## src/hw/rtl/sgcr_pkg.sv

```systemverilog
`default_nettype none
// ----------------------------------------------------------------------------
// Scaled glyph column renderer package
// Shared types, constants, the 5x7 column font and the row expansion helper.
// ----------------------------------------------------------------------------
package sgcr_pkg;

	localparam int MAX_SCALE   = 4;
	localparam int GLYPH_COLS  = 5;
	localparam int GLYPH_ROWS  = 7;
	localparam int CELL_COLS   = 6;
	localparam int MASK_W      = GLYPH_ROWS * MAX_SCALE;
	localparam int CASE_OFFSET = 32;

	localparam logic [4:0] GLYPH_BLANK = 5'd26;
	localparam logic [4:0] GLYPH_BANG  = 5'd27;

	localparam logic [1:0] CFG_DISPLAY_WIDTH  = 2'd0;
	localparam logic [1:0] CFG_DISPLAY_HEIGHT = 2'd1;
	localparam logic [1:0] CFG_TEXT_COLOR     = 2'd2;

	typedef struct packed {
		logic [7:0] char_code;
		logic [5:0] char_position;
		logic [6:0] line_length;
		logic [7:0] line_top;
		logic [2:0] scale;
	} sgcr_in_t;

	typedef struct packed {
		logic [10:0]       column_x;
		logic [7:0]        row_top;
		logic [MASK_W-1:0] column_mask;
		logic              last_column;
	} sgcr_out_t;

	typedef struct packed {
		logic [10:0]       base_x;
		logic [7:0]        top;
		logic [MASK_W-1:0] row_mask;
		logic [4:0]        glyph;
		logic [2:0]        scale;
	} sgcr_job_t;

	typedef logic [0:GLYPH_COLS-1][GLYPH_ROWS-1:0] glyph_t;

	function automatic logic [4:0] glyph_index(input logic [7:0] code);
		logic [7:0] c;
		c = code;
		if (c inside {[8'h61:8'h7A]})
			c = c - 8'(CASE_OFFSET);
		if (c inside {[8'h41:8'h5A]})
			return 5'(c - 8'h41);
		if (c == 8'h21)
			return GLYPH_BANG;
		return GLYPH_BLANK;
	endfunction

	function automatic glyph_t glyph_rom(input logic [4:0] idx);
		glyph_t g;
		case (idx)
			5'd0:    g = {7'h7E, 7'h11, 7'h11, 7'h11, 7'h7E};
			5'd1:    g = {7'h7F, 7'h49, 7'h49, 7'h49, 7'h36};
			5'd2:    g = {7'h3E, 7'h41, 7'h41, 7'h41, 7'h22};
			5'd3:    g = {7'h7F, 7'h41, 7'h41, 7'h22, 7'h1C};
			5'd4:    g = {7'h7F, 7'h49, 7'h49, 7'h49, 7'h41};
			5'd5:    g = {7'h7F, 7'h09, 7'h09, 7'h09, 7'h01};
			5'd6:    g = {7'h3E, 7'h41, 7'h49, 7'h49, 7'h7A};
			5'd7:    g = {7'h7F, 7'h08, 7'h08, 7'h08, 7'h7F};
			5'd8:    g = {7'h00, 7'h41, 7'h7F, 7'h41, 7'h00};
			5'd9:    g = {7'h20, 7'h40, 7'h41, 7'h3F, 7'h01};
			5'd10:   g = {7'h7F, 7'h08, 7'h14, 7'h22, 7'h41};
			5'd11:   g = {7'h7F, 7'h40, 7'h40, 7'h40, 7'h40};
			5'd12:   g = {7'h7F, 7'h02, 7'h0C, 7'h02, 7'h7F};
			5'd13:   g = {7'h7F, 7'h04, 7'h08, 7'h10, 7'h7F};
			5'd14:   g = {7'h3E, 7'h41, 7'h41, 7'h41, 7'h3E};
			5'd15:   g = {7'h7F, 7'h09, 7'h09, 7'h09, 7'h06};
			5'd16:   g = {7'h3E, 7'h41, 7'h51, 7'h21, 7'h5E};
			5'd17:   g = {7'h7F, 7'h09, 7'h19, 7'h29, 7'h46};
			5'd18:   g = {7'h46, 7'h49, 7'h49, 7'h49, 7'h31};
			5'd19:   g = {7'h01, 7'h01, 7'h7F, 7'h01, 7'h01};
			5'd20:   g = {7'h3F, 7'h40, 7'h40, 7'h40, 7'h3F};
			5'd21:   g = {7'h1F, 7'h20, 7'h40, 7'h20, 7'h1F};
			5'd22:   g = {7'h3F, 7'h40, 7'h38, 7'h40, 7'h3F};
			5'd23:   g = {7'h63, 7'h14, 7'h08, 7'h14, 7'h63};
			5'd24:   g = {7'h07, 7'h08, 7'h70, 7'h08, 7'h07};
			5'd25:   g = {7'h61, 7'h51, 7'h49, 7'h45, 7'h43};
			5'd27:   g = {7'h00, 7'h00, 7'h5F, 7'h00, 7'h00};
			default: g = '0;
		endcase
		return g;
	endfunction

	// Each font row is repeated scale times down the column.
	function automatic logic [MASK_W-1:0] expand_rows(input logic [GLYPH_ROWS-1:0] bits,
			input logic [2:0] scale);
		logic [MASK_W-1:0] w;
		w = '0;
		for (int s = 1; s <= MAX_SCALE; s++) begin
			if (scale == 3'(s)) begin
				for (int r = 0; r < GLYPH_ROWS; r++) begin
					for (int k = 0; k < s; k++) begin
						w[r*s+k] = bits[r];
					end
				end
			end
		end
		return w;
	endfunction

endpackage
`default_nettype wire

```

## src/hw/rtl/sgcr_front.sv

```systemverilog
`default_nettype none
// ----------------------------------------------------------------------------
// Scaled glyph column renderer front end
// Accepts characters, folds the code to a glyph, clamps the scale, computes
// the cell offsets and the vertical clip mask, and queues a job.
// ----------------------------------------------------------------------------
module sgcr_front (
	input  wire logic               clk,
	input  wire logic               arst_n,
	input  wire logic               in_valid,
	output logic                    in_stall,
	input  wire sgcr_pkg::sgcr_in_t in_data,
	input  wire logic [7:0]         display_width,
	input  wire logic [7:0]         display_height,
	output logic                    push,
	output sgcr_pkg::sgcr_job_t     push_job,
	input  wire logic               queue_full
);
	import sgcr_pkg::*;

	logic              valid_s1;
	logic [4:0]        glyph_s1;
	logic [2:0]        scale_s1;
	logic [7:0]        top_s1;
	logic [MASK_W-1:0] row_mask_s1;
	logic [11:0]       line_px_s1;
	logic [10:0]       pos_px_s1;

	logic [2:0]        scale_c;
	logic [4:0]        cell_c;
	logic [MASK_W-1:0] row_mask_c;
	logic signed [12:0] diff_c;
	logic [7:0]        start_c;

	assign in_stall = valid_s1 && queue_full;

	always_comb begin
		if (in_data.scale == 3'd0)
			scale_c = 3'd1;
		else if (in_data.scale > 3'(MAX_SCALE))
			scale_c = 3'(MAX_SCALE);
		else
			scale_c = in_data.scale;
		cell_c = 5'(scale_c) * 5'(CELL_COLS);
		for (int j = 0; j < MASK_W; j++) begin
			row_mask_c[j] = ({1'b0, in_data.line_top} + 9'(j)) < {1'b0, display_height};
		end
	end

	always_ff @(posedge clk or negedge arst_n) begin
		if (!arst_n) begin
			valid_s1 <= 1'b0;
		end else if (!in_stall) begin
			valid_s1 <= in_valid;
		end
	end

	always_ff @(posedge clk) begin
		if (!in_stall && in_valid) begin
			glyph_s1    <= glyph_index(in_data.char_code);
			scale_s1    <= scale_c;
			top_s1      <= in_data.line_top;
			row_mask_s1 <= row_mask_c;
			line_px_s1  <= 12'(in_data.line_length) * 12'(cell_c);
			pos_px_s1   <= 11'(in_data.char_position) * 11'(cell_c);
		end
	end

	always_comb begin
		diff_c  = $signed({5'd0, display_width}) - $signed({1'b0, line_px_s1});
		start_c = (diff_c > 13'sd0) ? diff_c[8:1] : 8'd0;
		push_job.base_x   = {3'b000, start_c} + pos_px_s1;
		push_job.top      = top_s1;
		push_job.row_mask = row_mask_s1;
		push_job.glyph    = glyph_s1;
		push_job.scale    = scale_s1;
	end

	assign push = valid_s1 && !queue_full;

endmodule
`default_nettype wire

```

## src/hw/rtl/sgcr_queue.sv

```systemverilog
`default_nettype none
// ----------------------------------------------------------------------------
// Scaled glyph column renderer job queue
// Small register FIFO that decouples the front end from the column sequencer.
// ----------------------------------------------------------------------------
module sgcr_queue #(
	parameter int DEPTH = 4
) (
	input  wire logic                clk,
	input  wire logic                arst_n,
	input  wire logic                push,
	input  wire sgcr_pkg::sgcr_job_t push_job,
	output logic                     full,
	input  wire logic                pop,
	output logic                     head_valid,
	output sgcr_pkg::sgcr_job_t      head_job
);
	import sgcr_pkg::*;

	localparam int PTR_W = $clog2(DEPTH);
	localparam int CNT_W = $clog2(DEPTH + 1);

	sgcr_job_t        mem_q [DEPTH];
	logic [PTR_W-1:0] wr_ptr_q;
	logic [PTR_W-1:0] rd_ptr_q;
	logic [CNT_W-1:0] count_q;

	assign full       = count_q == CNT_W'(DEPTH);
	assign head_valid = count_q != '0;
	assign head_job   = mem_q[rd_ptr_q];

	always_ff @(posedge clk or negedge arst_n) begin
		if (!arst_n) begin
			wr_ptr_q <= '0;
			rd_ptr_q <= '0;
			count_q  <= '0;
		end else begin
			if (push)
				wr_ptr_q <= (wr_ptr_q == PTR_W'(DEPTH - 1)) ? '0 : wr_ptr_q + 1'b1;
			if (pop)
				rd_ptr_q <= (rd_ptr_q == PTR_W'(DEPTH - 1)) ? '0 : rd_ptr_q + 1'b1;
			if (push && !pop)
				count_q <= count_q + 1'b1;
			else if (pop && !push)
				count_q <= count_q - 1'b1;
		end
	end

	always_ff @(posedge clk) begin
		if (push)
			mem_q[wr_ptr_q] <= push_job;
	end

`ifndef SYNTHESIS
	a_count_bound: assert property (@(posedge clk) disable iff (!arst_n)
		count_q <= CNT_W'(DEPTH))
		else $error("queue count exceeds depth");
	a_no_underflow: assert property (@(posedge clk) disable iff (!arst_n)
		pop |-> head_valid)
		else $error("pop from empty queue");
	a_fill_step: assert property (@(posedge clk) disable iff (!arst_n)
		(push && !pop) |=> count_q == $past(count_q) + 1'b1)
		else $error("queue count did not follow a lone push");
`endif

endmodule
`default_nettype wire

```

## src/hw/rtl/sgcr_back.sv

```systemverilog
`default_nettype none
// ----------------------------------------------------------------------------
// Scaled glyph column renderer column sequencer
// Walks the pixel columns of the job at the queue head, one per cycle while the
// output is not stalled, and drives the registered result channel.
// ----------------------------------------------------------------------------
module sgcr_back (
	input  wire logic                clk,
	input  wire logic                arst_n,
	input  wire logic                head_valid,
	input  wire sgcr_pkg::sgcr_job_t head_job,
	output logic                     pop,
	input  wire logic [7:0]          display_width,
	output logic                     out_valid,
	input  wire logic                out_stall,
	output sgcr_pkg::sgcr_out_t      out_data
);
	import sgcr_pkg::*;

	logic              out_valid_q;
	sgcr_out_t         out_data_q;
	logic [2:0]        col_q;
	logic [2:0]        sx_q;
	logic [4:0]        off_q;

	logic              load;
	logic              sx_last;
	logic              col_last;
	glyph_t            glyph;
	logic [MASK_W-1:0] wide;
	logic [10:0]       x;

	assign load     = head_valid && (!out_valid_q || !out_stall);
	assign sx_last  = sx_q == head_job.scale - 3'd1;
	assign col_last = col_q == 3'(GLYPH_COLS - 1);
	assign pop      = load && sx_last && col_last;

	always_comb begin
		glyph = glyph_rom(head_job.glyph);
		wide  = expand_rows(glyph[col_q], head_job.scale) & head_job.row_mask;
		x     = head_job.base_x + 11'(off_q);
	end

	always_ff @(posedge clk or negedge arst_n) begin
		if (!arst_n) begin
			out_valid_q <= 1'b0;
			col_q       <= '0;
			sx_q        <= '0;
			off_q       <= '0;
		end else begin
			if (load)
				out_valid_q <= 1'b1;
			else if (!out_stall)
				out_valid_q <= 1'b0;
			if (load) begin
				if (sx_last && col_last) begin
					col_q <= '0;
					sx_q  <= '0;
					off_q <= '0;
				end else begin
					off_q <= off_q + 1'b1;
					if (sx_last) begin
						sx_q  <= '0;
						col_q <= col_q + 1'b1;
					end else begin
						sx_q <= sx_q + 1'b1;
					end
				end
			end
		end
	end

	always_ff @(posedge clk) begin
		if (load) begin
			out_data_q.column_x    <= x;
			out_data_q.row_top     <= head_job.top;
			out_data_q.column_mask <= (x < {3'b000, display_width}) ? wide : '0;
			out_data_q.last_column <= sx_last && col_last;
		end
	end

	assign out_valid = out_valid_q;
	assign out_data  = out_data_q;

`ifndef SYNTHESIS
	a_col_range: assert property (@(posedge clk) disable iff (!arst_n)
		col_q <= 3'(GLYPH_COLS - 1))
		else $error("column counter out of range");
	a_sx_range: assert property (@(posedge clk) disable iff (!arst_n)
		head_valid |-> sx_q < head_job.scale)
		else $error("sub-column counter reached the scale");
	a_off_start: assert property (@(posedge clk) disable iff (!arst_n)
		(col_q == 3'd0 && sx_q == 3'd0) |-> off_q == 5'd0)
		else $error("column offset not cleared at character start");
`endif

endmodule
`default_nettype wire

```

## src/hw/rtl/scaled_glyph_column_renderer_top.sv

```systemverilog
`default_nettype none
// The first column of a character passes the front-end register, the job queue and the output register.
// Throughput: one column per cycle while the output is not stalled, 5 * scale columns per character (5 to 20).
// The column sequencer, which emits one pixel column per cycle unless the output stalls, sets that rate.
// The front end and job queue accept new characters while the sequencer works.
// Reset clears the queue and all valid flags; width and height return to 128.
// ----------------------------------------------------------------------------
// Scaled glyph column renderer
// Renders centered, scaled 5x7 characters as a stream of clipped pixel columns.
// ----------------------------------------------------------------------------
module scaled_glyph_column_renderer_top #(
	parameter int QUEUE_DEPTH = 4
) (
	input  wire logic                clk,
	input  wire logic                arst_n,
	input  wire logic                in_valid,
	output logic                     in_stall,
	input  wire sgcr_pkg::sgcr_in_t  in_data,
	output logic                     out_valid,
	input  wire logic                out_stall,
	output sgcr_pkg::sgcr_out_t      out_data,
	input  wire logic                cfg_valid,
	output logic                     cfg_ready,
	input  wire logic [1:0]          cfg_index,
	input  wire logic [15:0]         cfg_data
);
	import sgcr_pkg::*;

	logic [7:0] display_width_q;
	logic [7:0] display_height_q;
	logic       push;
	sgcr_job_t  push_job;
	logic       queue_full;
	logic       pop;
	logic       head_valid;
	sgcr_job_t  head_job;

	assign cfg_ready = 1'b1;

	// The text color register is accepted but feeds no result field.
	always_ff @(posedge clk or negedge arst_n) begin
		if (!arst_n) begin
			display_width_q  <= 8'd128;
			display_height_q <= 8'd128;
		end else if (cfg_valid && cfg_ready) begin
			case (cfg_index)
				CFG_DISPLAY_WIDTH:  display_width_q  <= cfg_data[7:0];
				CFG_DISPLAY_HEIGHT: display_height_q <= cfg_data[7:0];
				CFG_TEXT_COLOR:     ;
				default:            ;
			endcase
		end
	end

	sgcr_front u_front (
		.clk            (clk),
		.arst_n         (arst_n),
		.in_valid       (in_valid),
		.in_stall       (in_stall),
		.in_data        (in_data),
		.display_width  (display_width_q),
		.display_height (display_height_q),
		.push           (push),
		.push_job       (push_job),
		.queue_full     (queue_full)
	);

	sgcr_queue #(
		.DEPTH (QUEUE_DEPTH)
	) u_queue (
		.clk        (clk),
		.arst_n     (arst_n),
		.push       (push),
		.push_job   (push_job),
		.full       (queue_full),
		.pop        (pop),
		.head_valid (head_valid),
		.head_job   (head_job)
	);

	sgcr_back u_back (
		.clk           (clk),
		.arst_n        (arst_n),
		.head_valid    (head_valid),
		.head_job      (head_job),
		.pop           (pop),
		.display_width (display_width_q),
		.out_valid     (out_valid),
		.out_stall     (out_stall),
		.out_data      (out_data)
	);

endmodule
`default_nettype wire
```

## config.mk

```make
export PLATFORM = sky130hd
export DESIGN_NAME = scaled_glyph_column_renderer_top
export DESIGN_NICKNAME = d
export VERILOG_FILES = /design/src/hw/rtl/sgcr_pkg.sv /design/src/hw/rtl/sgcr_front.sv /design/src/hw/rtl/sgcr_queue.sv /design/src/hw/rtl/sgcr_back.sv /design/src/hw/rtl/scaled_glyph_column_renderer_top.sv
export SDC_FILE = /design/constraint.sdc
export NUM_CORES = 1
export LEC_CHECK = 0
export BUFFER_PORTS_ARGS = -buffer_cell sky130_fd_sc_hd__buf_2
export CORE_ASPECT_RATIO = 0.6
export CORE_MARGIN = 3
export CORE_UTILIZATION = 32
export CTS_CLUSTER_DIAMETER = 120
export DETAILED_ROUTE_END_ITERATION = 12
export HOLD_SLACK_MARGIN = 0.15
export PLACE_DENSITY = 0.44
export SETUP_SLACK_MARGIN = 0.02
export SLEW_MARGIN = 20
export SYNTH_ARGS = -nofsm -noshare
export SYNTH_HDL_FRONTEND = slang
export SYNTH_HIERARCHICAL = 1
export SYNTH_SLANG_ARGS = --single-unit
```

## constraint.sdc

```tcl
create_clock -name clk -period 9.2 [get_ports clk]
set_input_delay 0.92 -clock clk [delete_from_list [all_inputs] [get_ports clk]]
set_output_delay 0.92 -clock clk [all_outputs]
set_load 0.005 [all_outputs]
```

==> results of run 1 <==
-- logic make-up after synthesis --
kind of cell | share of synthesized area
buffers and inverters | 0.0387
xor gates and xnor gates | 0.0557
adders and majority gates | 0.153
AOI/OAI and AO/OA | 0.108
muxes | 0.0677
other | 0.000327
DFF | 0.475
and+or+nand+nor | 0.102
-- path summary, 6_finish.rpt --
kind	from	to	slack (ns)
setup / recovery	u_queue/rd_ptr_q[0]$_DFFE_PN0P_	u_back/out_data[26]$_SDFFCE_PP0P_	3.98
hold / removal	u_front/glyph_s1[3]$_SDFFCE_PN1P_	u_queue/mem_q[1][6]$_DFFE_PP_	0.49
setup reg to reg	u_queue/rd_ptr_q[0]$_DFFE_PN0P_	u_back/out_data[26]$_SDFFCE_PP0P_	3.98
hold reg to reg	u_front/glyph_s1[3]$_SDFFCE_PN1P_	u_queue/mem_q[1][6]$_DFFE_PP_	0.49
max in group asynchronous	arst_n	u_queue/rd_ptr_q[0]$_DFFE_PN0P_	8.00
min in group asynchronous	arst_n	u_back/out_valid$_DFFE_PN0P_	0.50
-- routing by layer --
layer / up-vias / share of wire
met5: - / 0.00032
met3: 49 / 0.072
met2: 406 / 0.39
li1: 7233 / -
met4: 4 / 0.0097
met1: 7536 / 0.53
-- placed cells by master (no fill, tap or decap), types with 11 or more instances in the layout --
| cell | count |
|---|---|
| o21a_1 | 13 |
| xor2_1 | 41 |
| a21oi_1 | 112 |
| nand2_1 | 128 |
| nand4_1 | 11 |
| buf_2 | 96 |
| nand2b_1 | 21 |
| edfxtp_1 | 333 |
| nor4_1 | 11 |
| and3_1 | 13 |
| ha_1 | 245 |
| a211oi_1 | 18 |
| o21ai_0 | 79 |
| nor2_1 | 97 |
| inv_1 | 125 |
| fa_1 | 22 |
| buf_4 | 22 |
| nor3_1 | 22 |
| a21o_1 | 27 |
| and2_1 | 48 |
| or2_2 | 13 |
| nand3_1 | 24 |
| mux2_2 | 22 |
| mux4_2 | 55 |
| nor2b_1 | 27 |
| dfrtp_1 | 32 |
| xnor2_1 | 105 |
| clkbuf_16 | 39 |
-- through the flow --
step                utilization  cell area [µm²]
global placement          0.347            24400
floorplan                     -            23000
finish                    0.365            25700
global route              0.365            25700
detailed placement        0.347            24400
CTS                       0.365            25700
-- where the power goes --
| group | internal (mW) | total, mW | switching (mW) |
|---|---|---|---|
| clock network | 0.902 | 1.57 | 0.668 |
| registers | 2.41 | 2.63 | 0.221 |
| logic | 1.03 | 2.71 | 1.67 |
-- area by class of cell --
type | instances | area share
Clock inverter | 18 | 0.00729
Sequential cell | 369 | 0.424
Inverter | 131 | 0.0191
Clock buffer | 51 | 0.0412
Tap cell | 962 | 0.0468
Multi-Input combinational cell | 1335 | 0.435
Timing Repair Buffer | 119 | 0.0262
-- flip-flops by register name (all words and copies together) (netlist names) --
| register | flops |
|---|---|
| u_front/scale_s1 | 3 |
| u_queue/count_q | 3 |
| u_back/off_q | 5 |
| u_front/pos_px_s1 | 10 |
| display_height_q | 8 |
| u_front/glyph_s1 | 5 |
| u_back/out_valid | 1 |
| u_queue/mem_q | 220 |
| u_back/out_data | 48 |
| u_front/top_s1 | 8 |
| u_front/line_px_s1 | 11 |
| u_queue/wr_ptr_q | 2 |
| u_queue/rd_ptr_q | 2 |
| u_front/row_mask_s1 | 28 |
| u_front/valid_s1 | 1 |
| u_back/col_q | 3 |
| u_back/sx_q | 3 |
| display_width_q | 8 |
==> run summary, run 1 <==
Synth cell types: 92
Setup-failing EPs final: 0
Reg area: 10900 µm²
clk_skew: 0.0163 ns
syn avg cell area: 12.0 µm²
Syn Std Cell Area: 23000 µm²
Tcrit/Tclk final: 0.567
PD cells: 269 nW/µm²
hold path cells: 0
drc violations: 0
Max Cap Viol: 0
Arrival @ worst endpoint: 5.62 ns
top cell type's share of synthesized area: 0.435
Routed wire per std cell: 20.9 µm
Max VDD drop: 0.000188 V
Post-Place Setup Slack: 3.76 ns
vias: 15228
post-DR vias/cell: 5.10
vias in the first global route: 14960
Buf/Inv on CP: 2
GPL Wtd Cong: 0.842
setup_tns: 0 ns
setup bufs post-CTS: 0
initial antenna violation count: 6
non-filler cells, final: 2985
hold slack: 0.495 ns
peak per-stage delay on the critical path: 0.80 ns
PortBufs: 96
io pins: 106
n_diodes: 0
Tmin final: 5.22 ns
root buffer cell: clkbuf_16
share of cells above drive strength 1: 0.145
met2 usage: 0.226
final wirelength: 62.5 mm
Max Freq: 192 MHz
Clock transition at path regs: 0.06 ns
largest net degree at the start of global routing: 66
Warnings, synthesis: 6
most frequent cell after synthesis: edfxtp_1
Die Footprint: 75100 µm²
clk_lat worst skew: 0.54 ns
GRT Util Overall: 0.166
most frequent cells after synthesis: edfxtp_1 (333), ha_1 (245), nand2_1 (128)
syn nets: 2234
Post-synth top flop: edfxtp_1
CTS Hold Bufs: 0
final setup margin: 3.98 ns
GR peak layer: met1
critical path depth: 11
chip height: 214 µm
fin. max-slew vios: 0
class of the most critical setup path: reg -> reg
Slew headroom: 0.342
# resized after CTS: 0
dpl cells: 2915
RSZ-0062 raised after global routing: no
crit-path leading delay family: simple AND/OR/NAND/NOR gates
initial DRC count: 1065
Multi-input gate area: 11200 µm²
ANT nets after route: 0
row count: 75
Syn Inst Count: 1912
cts bufs inserted: 38
status: completed
Seq/Total Area, Yosys: 0.475
CTS sink count: 369
htree depth: 2
critical path's slowest cell: mux4_2
CP max FO: 38
Design Power: 6.91 mW
Die X-Extent: 352 µm
CP Capture Type: flop
floorplan core area: 70500 µm²
Post-synth EDFFs: 333
top cells by area, synth: edfxtp_1 (44%), ha_1 (13%), mux4_2 (5.4%)
#FFs+latches synth: 369
Fillers: 6856
Fin. Hold Viols: 0
starting density of the core: 0.326
first-pass GRT wire length: 94.2 mm
hpwl dp: 42.8 mm
global route overflow: 0
R2R depth: 11
CP startpoint kind: flop
leak pwr: 9.98 nW
router iterations before antenna repair: 8
Synth-to-Final Area Change: 12.0%
worst-case clock buffer depth: 3
met3 usage: 0.0387
Worst-Margin Slew: 0.984 ns
CP cell instances: buf_4, mux4_2, inv_1, ha_1, nand2_1, o2111ai_1, o311ai_1, nor4_1, a21oi_1, nor3b_2, and2_1
leading area contributor after synthesis: edfxtp_1
worst path required time: 9.60 ns
grt met1 use: 0.267
CTS tree: built
Hold Path Class: reg -> reg
Synth async-reset ratio: 0.0976
final net count: 2316
No activity file was read; power rests on OpenSTA's default activity.
==> inputs of run 2 (changes only) <==
- ABC_AREA: not set -> 1
- PLACE_DENSITY: 0.44 -> 0.46
- clock period: 9.2 -> 4.7 ns (I/O delays scaled with it)
==> run 2 against run 1 <==
Sequential share of layout area fell by 2.8 points. Clock skew rose by 0.0082 ns. Clock power is 94% higher. Combinational power rose to 2.8 times the previous value. Total power rose by 130%. Flip-flop and latch count did not move. Area after synthesis rose by 7.6%. First-iteration DRC count increased by 51%. Cell count up 29%. Critical endpoint is now u_front/line_px_s1[9]$_DFFE_PP_.
==> run summary, run 2 <==
worst path required time: 5.01 ns (-4.59 ns)
CP Capture Type: flop
clk_lat worst skew: 0.57 ns (+0.03 ns)
CTS tree: built
Max Freq: 230 MHz
CP max FO: 13 (-66%)
io pins: 106 (unchanged)
Post-synth EDFFs: 333 (unchanged)
hpwl dp: 53.9 mm (+26%)
Net Sw Frac: 0.441 (+0.0702)
Routed wire per std cell: 19.2 µm (-8.1%)
Seq/Total Area, Yosys: 0.441 (-0.0335)
CTS sink count: 369 (unchanged)
Pint: 8.91 mW (+100%)
Design Power: 15.9 mW (+130%)
Post-synth top flop: edfxtp_1
PD cells: 578 nW/µm² (+120%)
commonest non-fill, non-tap cell in the layout: nand2_1
Max Cap Viol: 0 (unchanged)
Tmin final: 4.35 ns
Setup-failing EPs final: 0 (unchanged)
Critical R2R Capture: u_back/out_data[26]$_SDFFCE_PP0P_
Tcrit/Tclk final: 0.925
PortBufs: 96 (unchanged)
htree depth: 2 (unchanged)
hold endpoint: display_width_q[5]$_DFFE_PN0P_
n_diodes: 0 (unchanged)
hold slack: 0.175 ns (-0.320 ns)
vias in the first global route: 18559 (+24%)
initial antenna violation count: 2 (-4)
leading area contributor after synthesis: edfxtp_1
fin. max-slew vios: 0 (unchanged)
Reg with most FFs: u_queue/mem_q
share of cells above drive strength 1: 0.0970 (-0.0479)
min-delay src: cfg_data[5]
vias: 19257 (+26%)
Arrival @ worst endpoint: 4.66 ns (-0.96 ns)
Clock Power Share: 0.191 (-0.036)
cts bufs inserted: 39 (+2.6%)
row count: 78 (+4.0%)
final wirelength: 73.8 mm (+18%)
Die Footprint: 80700 µm² (+7.4%)
Die X-Extent: 365 µm (+3.7%)
Slew headroom: 0.238 (-0.104)
#FFs+latches synth: 369 (unchanged)
most frequent cell after synthesis: nand2_1
most frequent cells after synthesis: nand2_1 (615), inv_1 (400), edfxtp_1 (333)
drc violations: 0 (unchanged)
reg-to-reg setup timing slack: 0.49 ns (-3.49 ns)
CP startpoint kind: input port
top cells by area, synth: edfxtp_1 (40%), ha_1 (12%), nand2_1 (9.3%)
NetSw: 7.03 mW (+170%)
Syn Inst Count: 2700 (+41%)
ANT nets after route: 0 (unchanged)
GPL Wtd Cong: 0.952 (+13%)
status: completed
largest net degree at the start of global routing: 105 (+59%)
Synth cell types: 58 (-37%)
global route overflow: 0 (unchanged)
placed cell area: 26200 µm² (+7.3%)
most frequent cells in the layout: nand2_1 (614), inv_1 (394), edfxtp_1 (333)
Max VDD drop: 0.000278 V (+48%)
R2R depth: 23 (+12)
hold path cells: 3 (+3)
class of the most critical setup path: in -> reg
syn nets: 3022 (+35%)
starting density of the core: 0.325 (-0.000853)
RSZ-0062 raised after global routing: no
Syn Std Cell Area: 24700 µm² (+7.6%)
Fin. Hold Viols: 0 (unchanged)
worst-case clock buffer depth: 3 (unchanged)
setup_tns: 0 ns (unchanged)
Worst-Margin Slew: 1.14 ns (+0.158 ns)
worst r2r src: u_queue/rd_ptr_q[0]$_DFFE_PN0P_
top cell type's share of synthesized area: 0.405 (-0.0307)
fin area: 27500 µm² (+7.0%)
leak pwr: 12.5 nW (+25%)
floorplan core area: 76000 µm² (+7.9%)
chip height: 221 µm (+3.6%)
Synth async-reset ratio: 0.0976 (unchanged)
clk_skew: 0.0245 ns (+0.00820 ns)
Warnings, synthesis: 6 (unchanged)
syn avg cell area: 9.15 µm² (-24%)
max reg flops: 220 (unchanged)
first-pass GRT wire length: 113 mm (+20%)
Synth-to-Final Area Change: 11.5%
Logic pwr share: 0.482 (+0.090)
fin util: 0.362 (-0.00281)
Clock transition at path regs: 0.07 ns (about the same)
final net count: 3132 (+35%)
GRT Util Overall: 0.182 (+0.0159)
Seq pwr share: 0.328 (-0.053)
root buffer cell: clkbuf_16
post-DR vias/cell: 5.02 (-1.6%)
Hold Path Class: in -> reg
router iterations before antenna repair: 5 (-3)
initial DRC count: 1608 (+51%)
-- run 2: routing by layer --
| metal | vias up | track usage | routed length (µm) | share of wire |
|---|---|---|---|---|
| li1 | 9374 | - | - | - |
| met1 | 9242 | 0.298 | 39500 | 0.54 |
| met4 | 2 | 0.0225 | 628 | 0.0085 |
| met2 | 578 | 0.237 | 27500 | 0.37 |
| met3 | 61 | 0.0448 | 6080 | 0.082 |
| met5 | - | 0.00654 | 65 | 0.00088 |
-- run 2: power by group through the flow --
stage,Clock [mW],Combinational [mW],Sequential [mW]
2_1_floorplan,0,5.21,5.16
6_report,3.04,7.68,5.22
3_3_place_gp,0,7.51,5.28
3_5_place_dp,0,7.53,5.30
4_1_cts,3.15,7.58,5.24
5_1_grt,3.30,8.65,5.32
-- run 2: kinds of logic (layout without fill, tap and decap cells) --
group,count (synthesis),in the layout,synth area share
DFF,369,369,0.441
other,2,2,0.000304
adders and majority gates,267,267,0.142
buffers and inverters,497,633,0.0875
and+or+nand+nor,997,997,0.174
AOI/OAI and AO/OA,444,444,0.111
muxes,1,1,0.000456
xor gates and xnor gates,123,123,0.0436
-- run 2: worst max-delay path: stages --
cell and delay, ns:
dlygate4sd3_1 0.52, buf_2 0.14, inv_1 0.06, o21ai_1 0.10, inv_1 0.08, ha_1 0.18
ha_1 0.58, nand2_1 0.14, fa_1 0.53, inv_1 0.05, fa_1 0.57, inv_1 0.07
fa_1 0.44, o21ai_0 0.23, buf_4 0.16, a21oi_1 0.05, nor2_1 0.09, nor2_1 0.06
xnor2_1 0.12
-- run 2: metrics by stage --
step                instances  setup slack, ns
CTS                      3835            0.288
finish                   3836            0.350
global route             3836           0.0799
global placement         3764            0.228
floorplan                2700            0.262
detailed placement       3764            0.240
-- run 2: area by class of cell --
| cell class | instances | area (µm²) |
|---|---|---|
| inverter | 415 | 1570 |
| tap | 1000 | 1250 |
| fill | 7683 | 48500 |
| multi-input combinational | 1834 | 11700 |
| sequential | 369 | 10900 |
| clock buffer | 44 | 1020 |
| timing repair buffer | 151 | 916 |
| clock inverter | 23 | 224 |
-- run 2: timing repair --
action                                 in CTS  in global routing
hold buffers                                4                  0
endpoints found under the hold margin      37                  0
setup endpoints to repair                   0                  6
setup buffers                               0                  1
resized for setup                           0                  1
-- run 2: worst max-delay path by stage --
stage | startpoint | endpoint | depth (start not counted)
CTS | in_data[2] | u_front/pos_px_s1[8]$_DFFE_PP_ | 21
finish | in_data[2] | u_front/line_px_s1[9]$_DFFE_PP_ | 19
global placement | in_data[1] | u_front/line_px_s1[9]$_DFFE_PP_ | 21
floorplan | in_data[1] | u_front/line_px_s1[9]$_DFFE_PP_ | 17
detailed placement | in_data[2] | u_front/pos_px_s1[8]$_DFFE_PP_ | 20
global route | in_data[2] | u_front/line_px_s1[9]$_DFFE_PP_ | 19
==> inputs of run 3 (changes only) <==
- CORE_MARGIN: 3 -> 1.5
==> run 3 against run 2 <==
Clock skew is 0.0019 ns higher. Register-to-register slack better by 0.16 ns. Critical path depth grew 2. Hold slack improved by 0.0086 ns. Final area increased by 0.34%. Utilization grew 0.12 points. Die area decreased by 2.2%. Count of clock-buffer cells in the layout up 8. Combinational power is 0.7% higher. Largest power group unchanged. Setup slack improved by 0.067 ns. Sequential share of layout area fell by 0.13 points. Total power rose by 1.3%.
==> run summary, run 3 (synthesis results as in run 2) <==
status: completed
GRT Util Overall: 0.185 (+0.00327)
Max Cap Viol: 0 (unchanged)
initial DRC count: 1552 (-3.5%)
reg-to-reg setup timing slack: 0.65 ns (+0.16 ns)
ANT nets after route: 0 (unchanged)
setup_tns: 0 ns (unchanged)
Max Freq: 233 MHz (+1.6%)
PD cells: 584 nW/µm² (+0.93%)
cts bufs inserted: 40 (+2.6%)
io pins: 106 (unchanged)
most frequent cells in the layout: nand2_1 (614), inv_1 (394), edfxtp_1 (333)
Die X-Extent: 362 µm (-0.82%)
Synth-to-Final Area Change: 11.8%
final net count: 3133 (+0.032%)
final wirelength: 73.4 mm (-0.53%)
max reg flops: 220 (unchanged)
Worst-Margin Slew: 1.12 ns (-0.0169 ns)
hold slack: 0.184 ns (+0.00864 ns)
drc violations: 0 (unchanged)
largest net degree at the start of global routing: 106 (+0.95%)
vias in the first global route: 18144 (-2.2%)
root buffer cell: clkbuf_16
GPL Wtd Cong: 0.908 (-4.6%)
worst-case clock buffer depth: 3 (unchanged)
htree depth: 2 (unchanged)
R2R depth: 21 (-8.7%)
Max VDD drop: 0.000402 V (+45%)
Net Sw Frac: 0.438 (-0.00331)
floorplan core area: 76000 µm² (unchanged)
Seq pwr share: 0.324 (-0.004)
Tmin final: 4.28 ns (-0.0666 ns)
Pint: 9.07 mW (+1.9%)
first-pass GRT wire length: 111 mm (-1.8%)
clk_skew: 0.0264 ns (+0.00186 ns)
starting density of the core: 0.325 (unchanged)
dpl cells: 3763 (-0.027%)
share of cells above drive strength 1: 0.0971 (+0.000113)
post-DR vias/cell: 4.99 (-0.62%)
Design Power: 16.1 mW (+1.3%)
Arrival @ worst endpoint: 4.57 ns (-0.09 ns)
Routed wire per std cell: 19.1 µm (-0.71%)
PortBufs: 96 (unchanged)
fin area: 27600 µm² (+0.34%)
clk_lat worst skew: 0.56 ns (about the same)
n_diodes: 0 (unchanged)
hold path cells: 3 (unchanged)
Fin. Hold Viols: 0 (unchanged)
CP Capture Type: flop
fin. max-slew vios: 0 (unchanged)
chip height: 218 µm (-1.4%)
CP startpoint kind: input port
Critical R2R Capture: u_queue/mem_q[1][51]$_DFFE_PP_
initial antenna violation count: 4 (+2)
global route overflow: 0 (unchanged)
Logic pwr share: 0.479 (-0.003)
non-filler cells, final: 3843 (+0.18%)
min-delay src: cfg_data[0]
worst r2r src: display_width_q[1]$_DFFE_PN0P_
hpwl dp: 54.0 mm (+0.21%)
row count: 78 (unchanged)
CP max FO: 7 (-6)
router iterations before antenna repair: 5 (unchanged)
Reg with most FFs: u_queue/mem_q
Die Footprint: 78900 µm² (-2.2%)
CTS sink count: 369 (unchanged)
Tcrit/Tclk final: 0.911 (-0.0142)
class of the most critical setup path: in -> reg
hold endpoint: display_width_q[0]$_DFFE_PN0P_
worst path required time: 4.99 ns (-0.02 ns)
Setup-failing EPs final: 0 (unchanged)
NetSw: 7.06 mW (+0.51%)
leak pwr: 12.5 nW (+0.19%)
commonest non-fill, non-tap cell in the layout: nand2_1
Clock transition at path regs: 0.06 ns (about the same)
Hold Path Class: in -> reg
placed cell area: 26200 µm² (about the same)
RSZ-0062 raised after global routing: no
CTS tree: built
Slew headroom: 0.250 (+0.0113)
Clock Power Share: 0.198 (+0.007)
vias: 19173 (-0.44%)
## run 3: cell count changes in the layout (fill, tap and decap cells not counted), sizes merged
cell         change
buf              -1
bufinv           +2
clkbuf           +8
clkinv           -4
clkinvlp         +1
dlygate4sd3      +1
## run 3: cell type report
type                       count  area, µm²
fill                        7746      48400
multi-input combinational   1834      11700
sequential                   369      10900
inverter                     415       1570
tap                         1000       1250
clock buffer                  52       1080
timing repair buffer         151        933
clock inverter                22        238
## run 3: power by group through the flow
stage / logic (mW) / clock network, mW / registers, mW
6_report: 7.73 / 3.19 / 5.22
5_1_grt: 8.66 / 3.42 / 5.31
4_1_cts: 7.60 / 3.29 / 5.23
3_5_place_dp: 7.56 / 0 / 5.29
3_3_place_gp: 7.52 / 0 / 5.28
2_1_floorplan: 5.21 / 0 / 5.16
## run 3: timing repair
item,CTS,global route
endpoints found under the hold margin,39,0
buffers inserted,0,1
resized for setup,0,2
hold buffers,5,0
endpoints found under the setup margin,0,7
## run 3: critical path, stage by stage
cell and delay, ns:
dlygate4sd3_1 0.52, buf_2 0.14, inv_1 0.05, o21ai_1 0.10, inv_1 0.08, ha_1 0.18
ha_1 0.19, or2_2 0.28, nand2_2 0.18, buf_4 0.17, nor2_1 0.05, fa_1 0.53
inv_1 0.05, fa_1 0.53, inv_1 0.04, ha_1 0.33, a21oi_1 0.16, nand2_1 0.12
a21oi_1 0.14, o21ai_0 0.10, xor2_1 0.16
## run 3: how the worst max path moves through the flow
stage               cells after the start                              end  slack (ns)       start
floorplan                              17  u_front/line_px_s1[9]$_DFFE_PP_        0.26  in_data[1]
detailed placement                     20   u_front/pos_px_s1[8]$_DFFE_PP_        0.22  in_data[1]
global placement                       20   u_front/pos_px_s1[8]$_DFFE_PP_        0.28  in_data[1]
finish                                 21   u_front/pos_px_s1[8]$_DFFE_PP_        0.42  in_data[2]
global route                           19  u_front/line_px_s1[9]$_DFFE_PP_        0.06  in_data[2]
CTS                                    21   u_front/pos_px_s1[8]$_DFFE_PP_        0.30  in_data[2]
## run 3: through the flow
step                       util  worst slack (ns)
after floorplan               -             0.262
after global placement    0.345             0.285
after detailed placement  0.345             0.221
after CTS                 0.363             0.295
after global routing      0.364            0.0646
final                     0.364             0.417
## run 3: routing by layer
layer  global-route usage  part of all wire  wire length [µm]
met5                    0                 0                 0
met4               0.0305             0.012               899
met3               0.0460             0.081              5970
met2                0.247              0.38             27600
met1                0.295              0.53             38900
